`config.mk`:
```
export PLATFORM = sky130hd
export DESIGN_NAME = lst_cell
export DESIGN_NICKNAME = d
export VERILOG_FILES = /design/src/rtl/lst_pkg.sv /design/src/rtl/lst_cell.sv
export SDC_FILE = /design/constraint.sdc
export NUM_CORES = 1
export LEC_CHECK = 0
export BUFFER_PORTS_ARGS = -buffer_cell sky130_fd_sc_hd__buf_2
export CAP_MARGIN = 20
export CORE_ASPECT_RATIO = 0.7
export CORE_MARGIN = 8
export CORE_UTILIZATION = 41
export CTS_BUF_LIST = sky130_fd_sc_hd__clkbuf_8
export CTS_CLUSTER_DIAMETER = 60
export DETAILED_ROUTE_END_ITERATION = 10
export PLACE_DENSITY = 0.79
export SLEW_MARGIN = 40
export SYNTH_ARGS = -nofsm -noshare
export SYNTH_HDL_FRONTEND = slang
export SYNTH_SLANG_ARGS = --single-unit
```
`constraint.sdc`:
```
create_clock -name clock -period 2.65 [get_ports clock]
set_clock_uncertainty 0.15 [all_clocks]
set_input_delay 0.53 -clock clock [delete_from_list [all_inputs] [get_ports clock]]
set_output_delay 0.53 -clock clock [all_outputs]
set_load 0.1 [all_outputs]
```
`src/rtl/lst_pkg.sv`:
```
// ----------------------------------------------------------------------------
// lst_pkg
// Shared types and constants for the sequential list engine.
// ----------------------------------------------------------------------------
package lst_pkg;

   localparam int DEPTH      = 256;
   localparam int DATA_WIDTH = 32;

   localparam int IDX_W = $clog2(DEPTH);
   localparam int CNT_W = $clog2(DEPTH + 1);
   localparam int POS_W = 9;
   localparam int CMP_W = (CNT_W > POS_W) ? CNT_W : POS_W;

   // find tree: groups of GROUP cells, one priority encoder each
   localparam int GROUP  = (DEPTH >= 16) ? 16 : DEPTH;
   localparam int GRP_W  = $clog2(GROUP);
   localparam int NGROUP = (DEPTH + GROUP - 1) / GROUP;

   typedef logic [DATA_WIDTH-1:0] word_type;

   typedef enum logic [2:0] {
      OP_INSERT     = 3'd0,
      OP_ERASE      = 3'd1,
      OP_FIND       = 3'd2,
      OP_PUSH_BACK  = 3'd3,
      OP_POP_BACK   = 3'd4,
      OP_PUSH_FRONT = 3'd5,
      OP_POP_FRONT  = 3'd6,
      OP_CLEAR      = 3'd7
   } op_type;

   typedef enum logic [1:0] {
      ST_OK   = 2'd0,
      ST_FULL = 2'd1,
      ST_BAD  = 2'd2
   } status_type;

   typedef struct packed {
      logic             shift_up;
      logic             shift_down;
      logic             find;
      logic [CMP_W-1:0] pos;
      logic [CNT_W-1:0] count;
      word_type         value;
   } cell_cmd_type;

endpackage

```
`src/rtl/lst_cell.sv`:
```
// ----------------------------------------------------------------------------
// lst_cell
// One list slot: holds a word, takes a neighbor's word on shifts, and
// registers a match flag for find.
// ----------------------------------------------------------------------------
module lst_cell (
   input  logic                     clock,
   input  logic [lst_pkg::IDX_W-1:0] cell_idx,
   input  lst_pkg::cell_cmd_type     cmd,
   input  lst_pkg::word_type         left_word,
   input  lst_pkg::word_type         right_word,
   output lst_pkg::word_type         word,
   output logic                      match
);
   import lst_pkg::*;

   word_type         word_ff, word_in;
   logic             match_ff, match_in;
   logic [CMP_W-1:0] idx_ext;

   always_comb begin
      idx_ext = CMP_W'(cell_idx);
      word_in = word_ff;
      if (cmd.shift_up) begin
         if (idx_ext > cmd.pos) begin
            word_in = left_word;
         end else if (idx_ext == cmd.pos) begin
            word_in = cmd.value;
         end
      end else if (cmd.shift_down && (idx_ext >= cmd.pos)) begin
         word_in = right_word;
      end
      match_in = cmd.find ? ((CNT_W'(cell_idx) < cmd.count) && (word_ff == cmd.value))
                          : match_ff;
   end

   always_ff @(posedge clock) begin
      word_ff  <= word_in;
      match_ff <= match_in;
   end

   assign word  = word_ff;
   assign match = match_ff;

endmodule

```
Word-level counts from Yosys, hierarchy flattened

Cells that the tools add are included.

Magnitude comparators: 3
Equal/unequal tests: 3
Multiplexer cells: 4
Reductions and logical operators: 4

Operators by type and width:

| cell               | count |
|---|---|
| $mux 32            | 4 |
| $eq 32x32->1       | 1 |
| $eq 8x9->1         | 1 |
| $ge 8x9->1         | 1 |
| $gt 8x9->1         | 1 |
| $lt 8x9->1         | 1 |
| $ne 3x1->1 const B | 1 |
| $logic_and 1x1->1  | 2 |
| $reduce_and 2->1   | 1 |
| $reduce_bool 2->1  | 1 |

Bits in registers: 33
Output and inout bits: 33
Logic and storage cells: 16

Longest topological paths before layout

Word-level depth: 4
Mapped depth: 8

Worst setup path after synthesis

No wires, ideal clock.

Kind: input to register
Start: input cmd[47] (netlist bit)
End: register word_ff[0] (netlist: word[0]), enable pin
Library setup time: 391 ps
Arrival: 2353 ps
Data required time: 2109 ps
Slack: -244 ps
Stages: 6
Cells stage by stage: inv_1 -> ha_1 -> a211oi_2 -> nor3_4 -> clkbuf_1 -> o22a_1

Word-level cells in the longest chain between the ends: 4
Elaborated cells between the ends (all ways): 7

RTL lines:

| item                                  | line           | source |
|---|---|---|
| start, declared                       | lst_cell.sv:9  | `input lst_pkg::cell_cmd_type cmd,` |
| $ge 8x9->1                            | lst_cell.sv:30 | `end else if (cmd.shift_down && (idx_ext >= cmd.pos)) begin` |
| $logic_and 1x1->1                     | lst_cell.sv:30 |  |
| $reduce_bool 2->1 (no source line)    | n/a            |  |
| $reduce_and 2->1 (no source line) (*) | n/a            |  |
| end signal, assigned                  | lst_cell.sv:38 | `word_ff <= word_in;` |
| end, declared                         | lst_cell.sv:17 | `word_type word_ff, word_in;` |

Mark *: on every way between the ends. The rest lies on a longest branch, timed or not.
A chain may end at the register's enable or synchronous reset.

Final worst setup path

Start: input cell_idx[3] (netlist bit)
End: register word_ff[11] (netlist: word[11]) (data pin)

Word-level cells in the longest chain between the ends: 3

RTL lines:

| item            | line           | source |
|---|---|---|
| start, declared | lst_cell.sv:8  | `input logic [lst_pkg::IDX_W-1:0] cell_idx,` |
| $gt 8x9->1      | lst_cell.sv:25 | `if (idx_ext > cmd.pos) begin` |
| $mux 32         | lst_cell.sv:25 |  |
| $mux 32         | lst_cell.sv:24 | `if (cmd.shift_up) begin` |
| net word_in[11] | lst_cell.sv:17 |  |

The timed path passes the listed nets, and every way through them passes these cells.

==> summary.txt <==
outcome: completed
vias after detailed routing: 2827
num ports: 159
GRT overflow: 0
Total GRT Usage: 0.197
top cell type's share of synthesized area: 0.372
CTS tree: built
layout cells sized above 1: 0.405
CTS Buf Count: 5
number of DRC markers in iteration 0: 169
register area share after synthesis: 0.372
Ys Warns: 0
vias in the first global route: 3011
Cell variety after synth: 28
final net count: 575
CTS clk-pin slew, worst paths: 80 ps
Vias/cell: 5.50
Final TNS setup: 0 ps
postcts setup bufs: 0
post-cts sizing count: 0
Reg2Reg Setup Slack: 830 ps
row count: 24
RSZ-0062 raised after global routing: false
LEAKAGE: 1.84 nW
placed instance area: 3590 µm²
mean post-synth cell area: 9.48 µm²
post-synth net total: 422
HPWL Detailed: 7.65 mm
Yosys reg bits: 33
worst-margin pin slew: 566 ps
Core Region: 6250 µm²
initial core utilization: 0.426
hold slack: 311 ps
Die W: 112 µm
Final Cycle Share: 0.909
worst rel slew slack: 0.623
PortBufs: 158
Mapped Area: 2660 µm²
clock sinks: 33
peak supply drop: 0.321 mV
Synth Instances: 281
post-cts hold buffer count: 0
max-cap violations: 0
most frequent cells in the layout: buf_2 (158), inv_1 (79), o221ai_1 (33), edfxtp_1 (33)
commonest non-fill, non-tap cell in the layout: buf_2
Cell Pwr Density: 500 nW/µm²
crit path time final: 2410 ps
CP max stage cell: a21oi_1
kind of critical path: in2reg
area leader, netlist: edfxtp_1
# DRC: 0
wire length per cell: 18.9 µm
final slew viol count: 0
worst hold path type: in2reg
first-pass GRT wire length: 15.1 mm
worst-path maximum fanout: 18
DIE AREA: 9370 µm²
GPL Wtd Cong: 0.864
Worst-Skew Late Latency: 280 ps
Final Hold Vio Count: 0
crit path cell chain: buf_2 > ha_1 > a21o_1 > a21oi_1 > a21oi_4 > buf_16 > o2111ai_1 > o221ai_1
initial antenna violation count: 1
Pre-antenna DRT Iters: 4
Max Clock Freq: 415 MHz
CP max stage delay: 320 ps
FILL cells: 564
fin util: 0.589
# setup viols final: 0
H-tree levels: 2
Crit. End Element: register
Pwr Total: 1.84 mW
CP Launch Type: input pin
largest net degree at the start of global routing: 39
Post-DRT Antenna Nets: 0
worst path arrival time: 2260 ps
final instance area: 3680 µm²
CTS Buffer Depth: 2
Die Y: 83.4 µm
WP data required: 2510 ps
Post-Route WL: 9.71 mm
top post-synthesis cells by area: edfxtp_1 (37%), inv_1 (11%), o221ai_1 (11%), o2111ai_1 (11%), xor2_1 (11%)
root buffer cell: clkbuf_8
Layout area overhead: 38.0%
## stage by stage
step	std cells	setup slack, ps
after floorplan	281	78.4
after global placement	504	66.2
after detailed placement	505	-29.9
after CTS	513	275
after global routing	514	196
final	514	242
## cell families (layout without fill, tap and decap cells)
logic type | after synthesis | in the layout | synth area share
fa+ha+maj | 15 | 15 | 0.0705
buf+inv | 98 | 252 | 0.142
xor+xnor | 32 | 32 | 0.105
flops | 33 | 33 | 0.372
simple gates | 24 | 24 | 0.0611
compound gates | 79 | 79 | 0.249
other cells | 0 | 1 | 0
## path summary, 6_finish.rpt
kind	from	endpoint	cells past startpoint
worst min register to register	word[15]$_DFFE_PP_	match$_DFFE_PP_	4
worst max-delay path	cell_idx[3]	word[11]$_DFFE_PP_	8
worst min-delay path	cmd[50]	match$_DFFE_PP_	1
worst max register to register	word[1]$_DFFE_PP_	match$_DFFE_PP_	4
## worst max-delay path: cells and delay by family
kind                       cells  cell delay, ps
adders and majority gates      1             300
buffers and inverters          2             330
AOI/OAI and AO/OA              5            1100
## cell usage after synthesis
cell type   n
nand2_1     1
buf_4       3
o21ai_2     1
a31oi_1     1
o2111ai_1  32
and3_1      1
o221ai_1   33
nor4_1      9
nor3_4      1
a211oi_2    1
o22a_1      1
edfxtp_1   33
nand3_1     2
nand4b_1    2
xor2_1     32
and4b_1     1
and3b_1     1
nand4_1     2
ha_1       15
inv_1      79
nand2b_1    1
o21ai_1     2
a21o_1      3
nor3_1      1
nor2_1      1
nor2b_1     1
a21oi_1     5
clkbuf_1   16
## sequential cells by signal, indices dropped and copies added, names as in the netlist
signal / flops
word: 32
match: 1
## metal layers
metal	track usage	share of wire	vias up
li1	-	-	1355
met1	0.248	0.44	1298
met2	0.320	0.46	164
met3	0.0636	0.090	10
met4	0.0439	0.012	0
met5	0	0	-
## where the power goes
| group | switching, mW | internal, mW | total [mW] |
|---|---|---|---|
| combinational | 0.584 | 0.216 | 0.799 |
| sequential | 0.0328 | 0.643 | 0.676 |
| clock | 0.186 | 0.177 | 0.363 |
## layout make-up
type | count | area [µm²] | area share
Multi-Input combinational cell | 150 | 1310 | 0.355
Tap cell | 78 | 97.6 | 0.0265
Clock inverter | 3 | 12.5 | 0.00340
Inverter | 79 | 297 | 0.0807
Sequential cell | 33 | 991 | 0.270
Antenna cell | 1 | 2.50 | 0.000681
Clock buffer | 5 | 68.8 | 0.0187
Timing Repair Buffer | 165 | 901 | 0.245
No activity file was read; power rests on OpenSTA's default activity.
