<file path="src/rtl/lst_pkg.sv">
// ----------------------------------------------------------------------------
// lst_pkg
// Shared types and constants for the sequential list engine.
// ----------------------------------------------------------------------------
package lst_pkg;

   localparam int DEPTH      = 256;
   localparam int DATA_WIDTH = 32;

   localparam int IDX_W = $clog2(DEPTH);
   localparam int CNT_W = $clog2(DEPTH + 1);
   localparam int POS_W = 9;
   localparam int CMP_W = (CNT_W > POS_W) ? CNT_W : POS_W;

   // find tree: groups of GROUP cells, one priority encoder each
   localparam int GROUP  = (DEPTH >= 16) ? 16 : DEPTH;
   localparam int GRP_W  = $clog2(GROUP);
   localparam int NGROUP = (DEPTH + GROUP - 1) / GROUP;

   typedef logic [DATA_WIDTH-1:0] word_type;

   typedef enum logic [2:0] {
      OP_INSERT     = 3'd0,
      OP_ERASE      = 3'd1,
      OP_FIND       = 3'd2,
      OP_PUSH_BACK  = 3'd3,
      OP_POP_BACK   = 3'd4,
      OP_PUSH_FRONT = 3'd5,
      OP_POP_FRONT  = 3'd6,
      OP_CLEAR      = 3'd7
   } op_type;

   typedef enum logic [1:0] {
      ST_OK   = 2'd0,
      ST_FULL = 2'd1,
      ST_BAD  = 2'd2
   } status_type;

   typedef struct packed {
      logic             shift_up;
      logic             shift_down;
      logic             find;
      logic [CMP_W-1:0] pos;
      logic [CNT_W-1:0] count;
      word_type         value;
   } cell_cmd_type;

endpackage

</file>
<file path="src/rtl/lst_find.sv">
// ----------------------------------------------------------------------------
// lst_find
// Two-level lowest-index search over the cell match flags; the group
// results are registered.
// ----------------------------------------------------------------------------
module lst_find (
   input  logic                      clock,
   input  logic [lst_pkg::DEPTH-1:0] match,
   output logic                      hit,
   output logic [lst_pkg::IDX_W-1:0] index
);
   import lst_pkg::*;

   logic             grp_hit_ff [NGROUP];
   logic             grp_hit_in [NGROUP];
   logic [GRP_W-1:0] grp_idx_ff [NGROUP];
   logic [GRP_W-1:0] grp_idx_in [NGROUP];

   always_comb begin
      for (int g = 0; g < NGROUP; g++) begin
         grp_hit_in[g] = 1'b0;
         grp_idx_in[g] = '0;
         for (int k = GROUP - 1; k >= 0; k--) begin
            if ((g * GROUP + k) < DEPTH) begin
               if (match[g * GROUP + k]) begin
                  grp_hit_in[g] = 1'b1;
                  grp_idx_in[g] = GRP_W'(k);
               end
            end
         end
      end
   end

   always_ff @(posedge clock) begin
      for (int g = 0; g < NGROUP; g++) begin
         grp_hit_ff[g] <= grp_hit_in[g];
         grp_idx_ff[g] <= grp_idx_in[g];
      end
   end

   always_comb begin
      hit   = 1'b0;
      index = '0;
      for (int g = NGROUP - 1; g >= 0; g--) begin
         if (grp_hit_ff[g]) begin
            hit   = 1'b1;
            index = IDX_W'(g * GROUP) + IDX_W'(grp_idx_ff[g]);
         end
      end
   end

endmodule

</file>
<file path="config.mk">
export PLATFORM = sky130hd
export DESIGN_NAME = lst_find
export DESIGN_NICKNAME = d
export VERILOG_FILES = /design/src/rtl/lst_pkg.sv /design/src/rtl/lst_find.sv
export SDC_FILE = /design/constraint.sdc
export NUM_CORES = 1
export LEC_CHECK = 0
export BUFFER_PORTS_ARGS = -buffer_cell sky130_fd_sc_hd__buf_4
export CAP_MARGIN = 20
export CORE_ASPECT_RATIO = 0.75
export CORE_MARGIN = 10
export CORE_UTILIZATION = 46
export DETAILED_ROUTE_END_ITERATION = 6
export PLACE_DENSITY_LB_ADDON = 0.15
export SKIP_LAST_GASP = 1
export SLEW_MARGIN = 20
export SYNTH_ARGS = -nofsm -noshare
export SYNTH_HDL_FRONTEND = slang
export SYNTH_SLANG_ARGS = --single-unit
</file>
<file path="constraint.sdc">
create_clock -name clock -period 2 [get_ports clock]
set_clock_uncertainty 0.05 [all_clocks]
set_input_delay 0.4 -clock clock [delete_from_list [all_inputs] [get_ports clock]]
set_output_delay 0.4 -clock clock [all_outputs]
set_load 0.1 [all_outputs]
</file>
### Word level (Yosys, flattened, before mapping)

Memory sizes are Yosys's and may differ from the RTL's.
Index checks and enable logic that the tools add are counted.

* register bits after elaboration: 0
* RAM bits: 80
* bits of input ports: 257
* output and inout bits: 9
* word-level logic and storage cells: 561
* memories kept: 2

* add/sub/neg operators: 15
* mux-type cells: 544

Memory list
* grp_idx_ff: words 16, width 4, read ports 16, clocked after memory_dff 0, wr ports 16, line lst_find.sv:16 `logic [GRP_W-1:0] grp_idx_ff [NGROUP];`
* grp_hit_ff: words 16, width 1, read ports 16, clocked after memory_dff 0, wr ports 16, line lst_find.sv:14 `logic grp_hit_ff [NGROUP];`

Operators with widths (number)
* two-way mux 4 bit: 256
* two-way mux 1 bit: 272
* two-way mux 8 bit: 16
* adder 7 x 4 -> 8 bit (first input constant): 4
* adder 8 x 4 -> 8 bit (first input constant): 4
* adder 7 x 5 -> 8 bit (first input constant): 2
* adder 6 x 4 -> 7 bit (first input constant): 2
* adder 6 x 5 -> 7 bit (first input constant): 1
* adder 5 x 4 -> 6 bit (first input constant): 1
* adder 5 x 5 -> 6 bit (first input constant): 1

### Depth between registers and ports, before layout

* word-level depth: 17
* depth in mapped cells: 6
* mapped depth without buffers: 5

### Least setup slack after synthesis

Ideal clock, no wire load.

* path kind: register to output
* start: mem grp_hit_ff[14][0] (netlist: grp_hit_ff[1][6])
* end: out index[4] (netlist bit)
* arrival time: 3.116 ns
* required time: 1.550 ns
* slack: -1.566 ns
* cell stages (with the launch flop): 6
* path buffers: 0
* cells stage by stage: dfxtp_1 > nor2b_4 > nor2_1 > o31ai_1 > a211oi_1 > o31ai_1

RTL lines
* start: declaration: line lst_find.sv:14
* end: declaration: line lst_find.sv:10 `output logic [lst_pkg::IDX_W-1:0] index`

==> impl_metrics.env <==
export IMPL_drive_gt1_frac=0.357
export IMPL_totalPowerFinal_mw=4.31
export IMPL_diodes=0
export IMPL_crit_type="flop to output port"
export IMPL_port_buffer_count=265
export IMPL_first_pass_iters=7
export IMPL_ys_warn_count=0
export IMPL_drc_errors=0
export IMPL_violations="setup timing"
export IMPL_wire_per_inst_um=16.8
export IMPL_layout_common_cells="buf_4 (282), nor2_1 (139), dfxtp_1 (70), nand2_1 (56), inv_1 (55)"
export IMPL_final_period_utilization=1.21
export IMPL_synth_fp_nets=952
export IMPL_finalSetupViolCount=9
export IMPL_internal_power_mw=3.24
export IMPL_synth_seq_cells=80
export IMPL_cp_required_ns=1.55
export IMPL_io_pins=266
export IMPL_layout_commonest_cell="buf_4"
export IMPL_crit_start="grp_hit_ff[1][4]"
export IMPL_start_kind="flop"
export IMPL_grt_pass1_vias=5997
export IMPL_cts_hold_buf=0
export IMPL_netlist_area_um2=4960
export IMPL_antenna_found_initial=0
export IMPL_netlist_instances=695
export IMPL_cts_root_buffer="clkbuf_16"
export IMPL_grt_setup_unrepaired="true"
export IMPL_slew_headroom=0.594
export IMPL_cts_htree_levels=3
export IMPL_die_w_um=140
export IMPL_drv_slew=0
export IMPL_p_switching_mw=1.07
export IMPL_gr_total_overflow=0
export IMPL_layout_nets=1254
export IMPL_drt_iter0_drc=306
export IMPL_power_frac_comb=0.205
export IMPL_syn2layout_area_growth_pct=61.1
export IMPL_worst_pin_slew_ns=0.603
export IMPL_tns_ns=-2.52
export IMPL_coreArea_um2=10400
export IMPL_grtUsageTotal=0.222
export IMPL_crit_path_top_delay_cell="dfxtp_4"
export IMPL_ir_drop_mv=0.415
export IMPL_cts_num_sinks=80
export IMPL_fillers=778
export IMPL_crit_fanout=5
export IMPL_start_util=0.477
export IMPL_path_cells="or2_4 > buf_4 > a221oi_2 > o41ai_2 > a31oi_2 > o31ai_4 > buf_12"
export IMPL_min_period_ns=2.42
export IMPL_avgSynthCellArea_um2=7.14
export IMPL_async_flop_share=0
export IMPL_dp_hpwl_mm=15.3
export IMPL_p_leak_nw=3.42
export IMPL_synth_ff_type="dfxtp_1"
export IMPL_grt_pass1_wl_mm=28.5
export IMPL_synth_edf_count=0
export IMPL_grt_max_degree=15
export IMPL_maxCapViolCount=0
export IMPL_final_setup_worst_slack_ns=-0.425
export IMPL_hp_class="primary input to flop"
export IMPL_yosysSeqAreaShare=0.323
export IMPL_critPathMaxStageDelay_ns=0.36
export IMPL_clockBufferDepth=2
export IMPL_hold_violations=0
export IMPL_drt_total_wl_mm=19.1
export IMPL_cts_tree="yes"
export IMPL_synth_distinct_cells=40
export IMPL_path_clk_slew_ns=0.06
export IMPL_die_height_um=110
export IMPL_p_per_area_nw_per_um2=538
export IMPL_p_clk_frac=0.408
export IMPL_dieArea_um2=15400
export IMPL_numCtsBuffers=9
export IMPL_hp_start="match[80]"
export IMPL_ant_nets=0
export IMPL_std_cell_rows=32
export IMPL_critPathCaptureType="output port"
export IMPL_critical_path_arrival_ns=1.97
export IMPL_via_count=6280
export IMPL_hold_slack_ns=0.182
export IMPL_swShare=0.249
export IMPL_place_gp_congestion=0.904
export IMPL_status="finished, violations left"
export IMPL_via_per_inst=5.52
export IMPL_fmax_mhz=412
export IMPL_share_seq_of_total_power=0.387
==> final cells by class <==
cell class | count | area (µm²) | share of cell area
flip-flops and latches | 80 | 1620 | 0.203
inverters | 55 | 206 | 0.0258
well taps | 136 | 170 | 0.0213
repair buffers | 295 | 2330 | 0.292
clock buffers | 10 | 229 | 0.0286
clock inverters | 6 | 92.6 | 0.0116
multi-input cells | 556 | 3340 | 0.418
==> path summary, 6_finish.rpt <==
path | to | slack [ns] | cells past startpoint
worst min-delay path | grp_idx_ff[0][21] | 0.18 | 2
worst max-delay path | index[2] | -0.42 | 7
==> metal layers <==
| layer | wire [µm] | up-vias | track usage |
|---|---|---|---|
| met4 | 272 | 0 | 0.0735 |
| met1 | 8140 | 2794 | 0.275 |
| met3 | 1830 | 21 | 0.0748 |
| met5 | 0 | - | 0 |
| met2 | 8910 | 306 | 0.360 |
| li1 | - | 3159 | - |
==> cell families (layout without fill, tap and decap cells) <==
| group | after synthesis | in the layout | share of synthesized area |
|---|---|---|---|
| buffers and inverters | 59 | 366 | 0.0471 |
| flip-flops | 80 | 80 | 0.323 |
| AND/OR/NAND/NOR | 340 | 340 | 0.314 |
| AO/OA/AOI/OAI | 215 | 215 | 0.314 |
| multiplexers | 1 | 1 | 0.00227 |
==> critical path, delay by kind of cell, from the launching register on <==
kind            cells  cell delay, ns
compound gates      4            0.67
flops               1            0.36
buf+inv             2            0.32
simple gates        1            0.28
==> repair_timing <==
action	in CTS	in global routing
buffers inserted	4	6
setup endpoints to repair	9	9
pin swaps	14	17
gates resized for setup	55	14
==> cells in the mapped netlist, drive strengths merged (2+ instances only) <==
cell type    n  area share
inv         55       0.042
o211ai       2      0.0030
o41ai        2      0.0066
a22oi        6      0.0091
nand3       32       0.032
buf          4      0.0055
o31ai       21       0.034
or2          2      0.0025
nor3        35       0.035
nor2b        8       0.012
o21bai      16       0.024
a31oi        4      0.0050
nand2       59       0.045
a21oi       55       0.055
dfxtp       80        0.32
o221ai       4      0.0071
o31a        34       0.060
o21ai        8      0.0081
a221oi       5       0.011
nand2b      20       0.025
or2b         3      0.0050
nor2       145        0.11
a211oi      33       0.050
nor4        32       0.040
a211o        2      0.0035
a21boi      17       0.026
nand4b       2      0.0035
a221o        4      0.0081
==> power groups by stage <==
stage	registers (mW)	clock network (mW)	logic [mW]
after CTS	1.67	1.76	0.875
after detailed placement	1.70	0	0.859
after global routing	1.67	1.83	0.967
after floorplan	1.69	0	0.303
final	1.67	1.76	0.883
after global placement	1.71	0	0.848
==> state kept, by name, indices dropped and copies added (netlist names) <==
name	count
grp_hit_ff	16
grp_idx_ff	64
==> through the flow <==
step / setup WS (ns) / std cells / util / cell area (µm²)
2_1_floorplan: -0.262 / 695 / - / 5090
4_1_cts: -0.376 / 1133 / 0.760 / 7910
3_3_place_gp: -0.108 / 1115 / 0.709 / 7380
5_1_grt: -0.523 / 1138 / 0.768 / 8000
6_report: -0.425 / 1138 / 0.768 / 8000
3_5_place_dp: -0.140 / 1115 / 0.709 / 7380
Power figures use the tool's default switching activity.
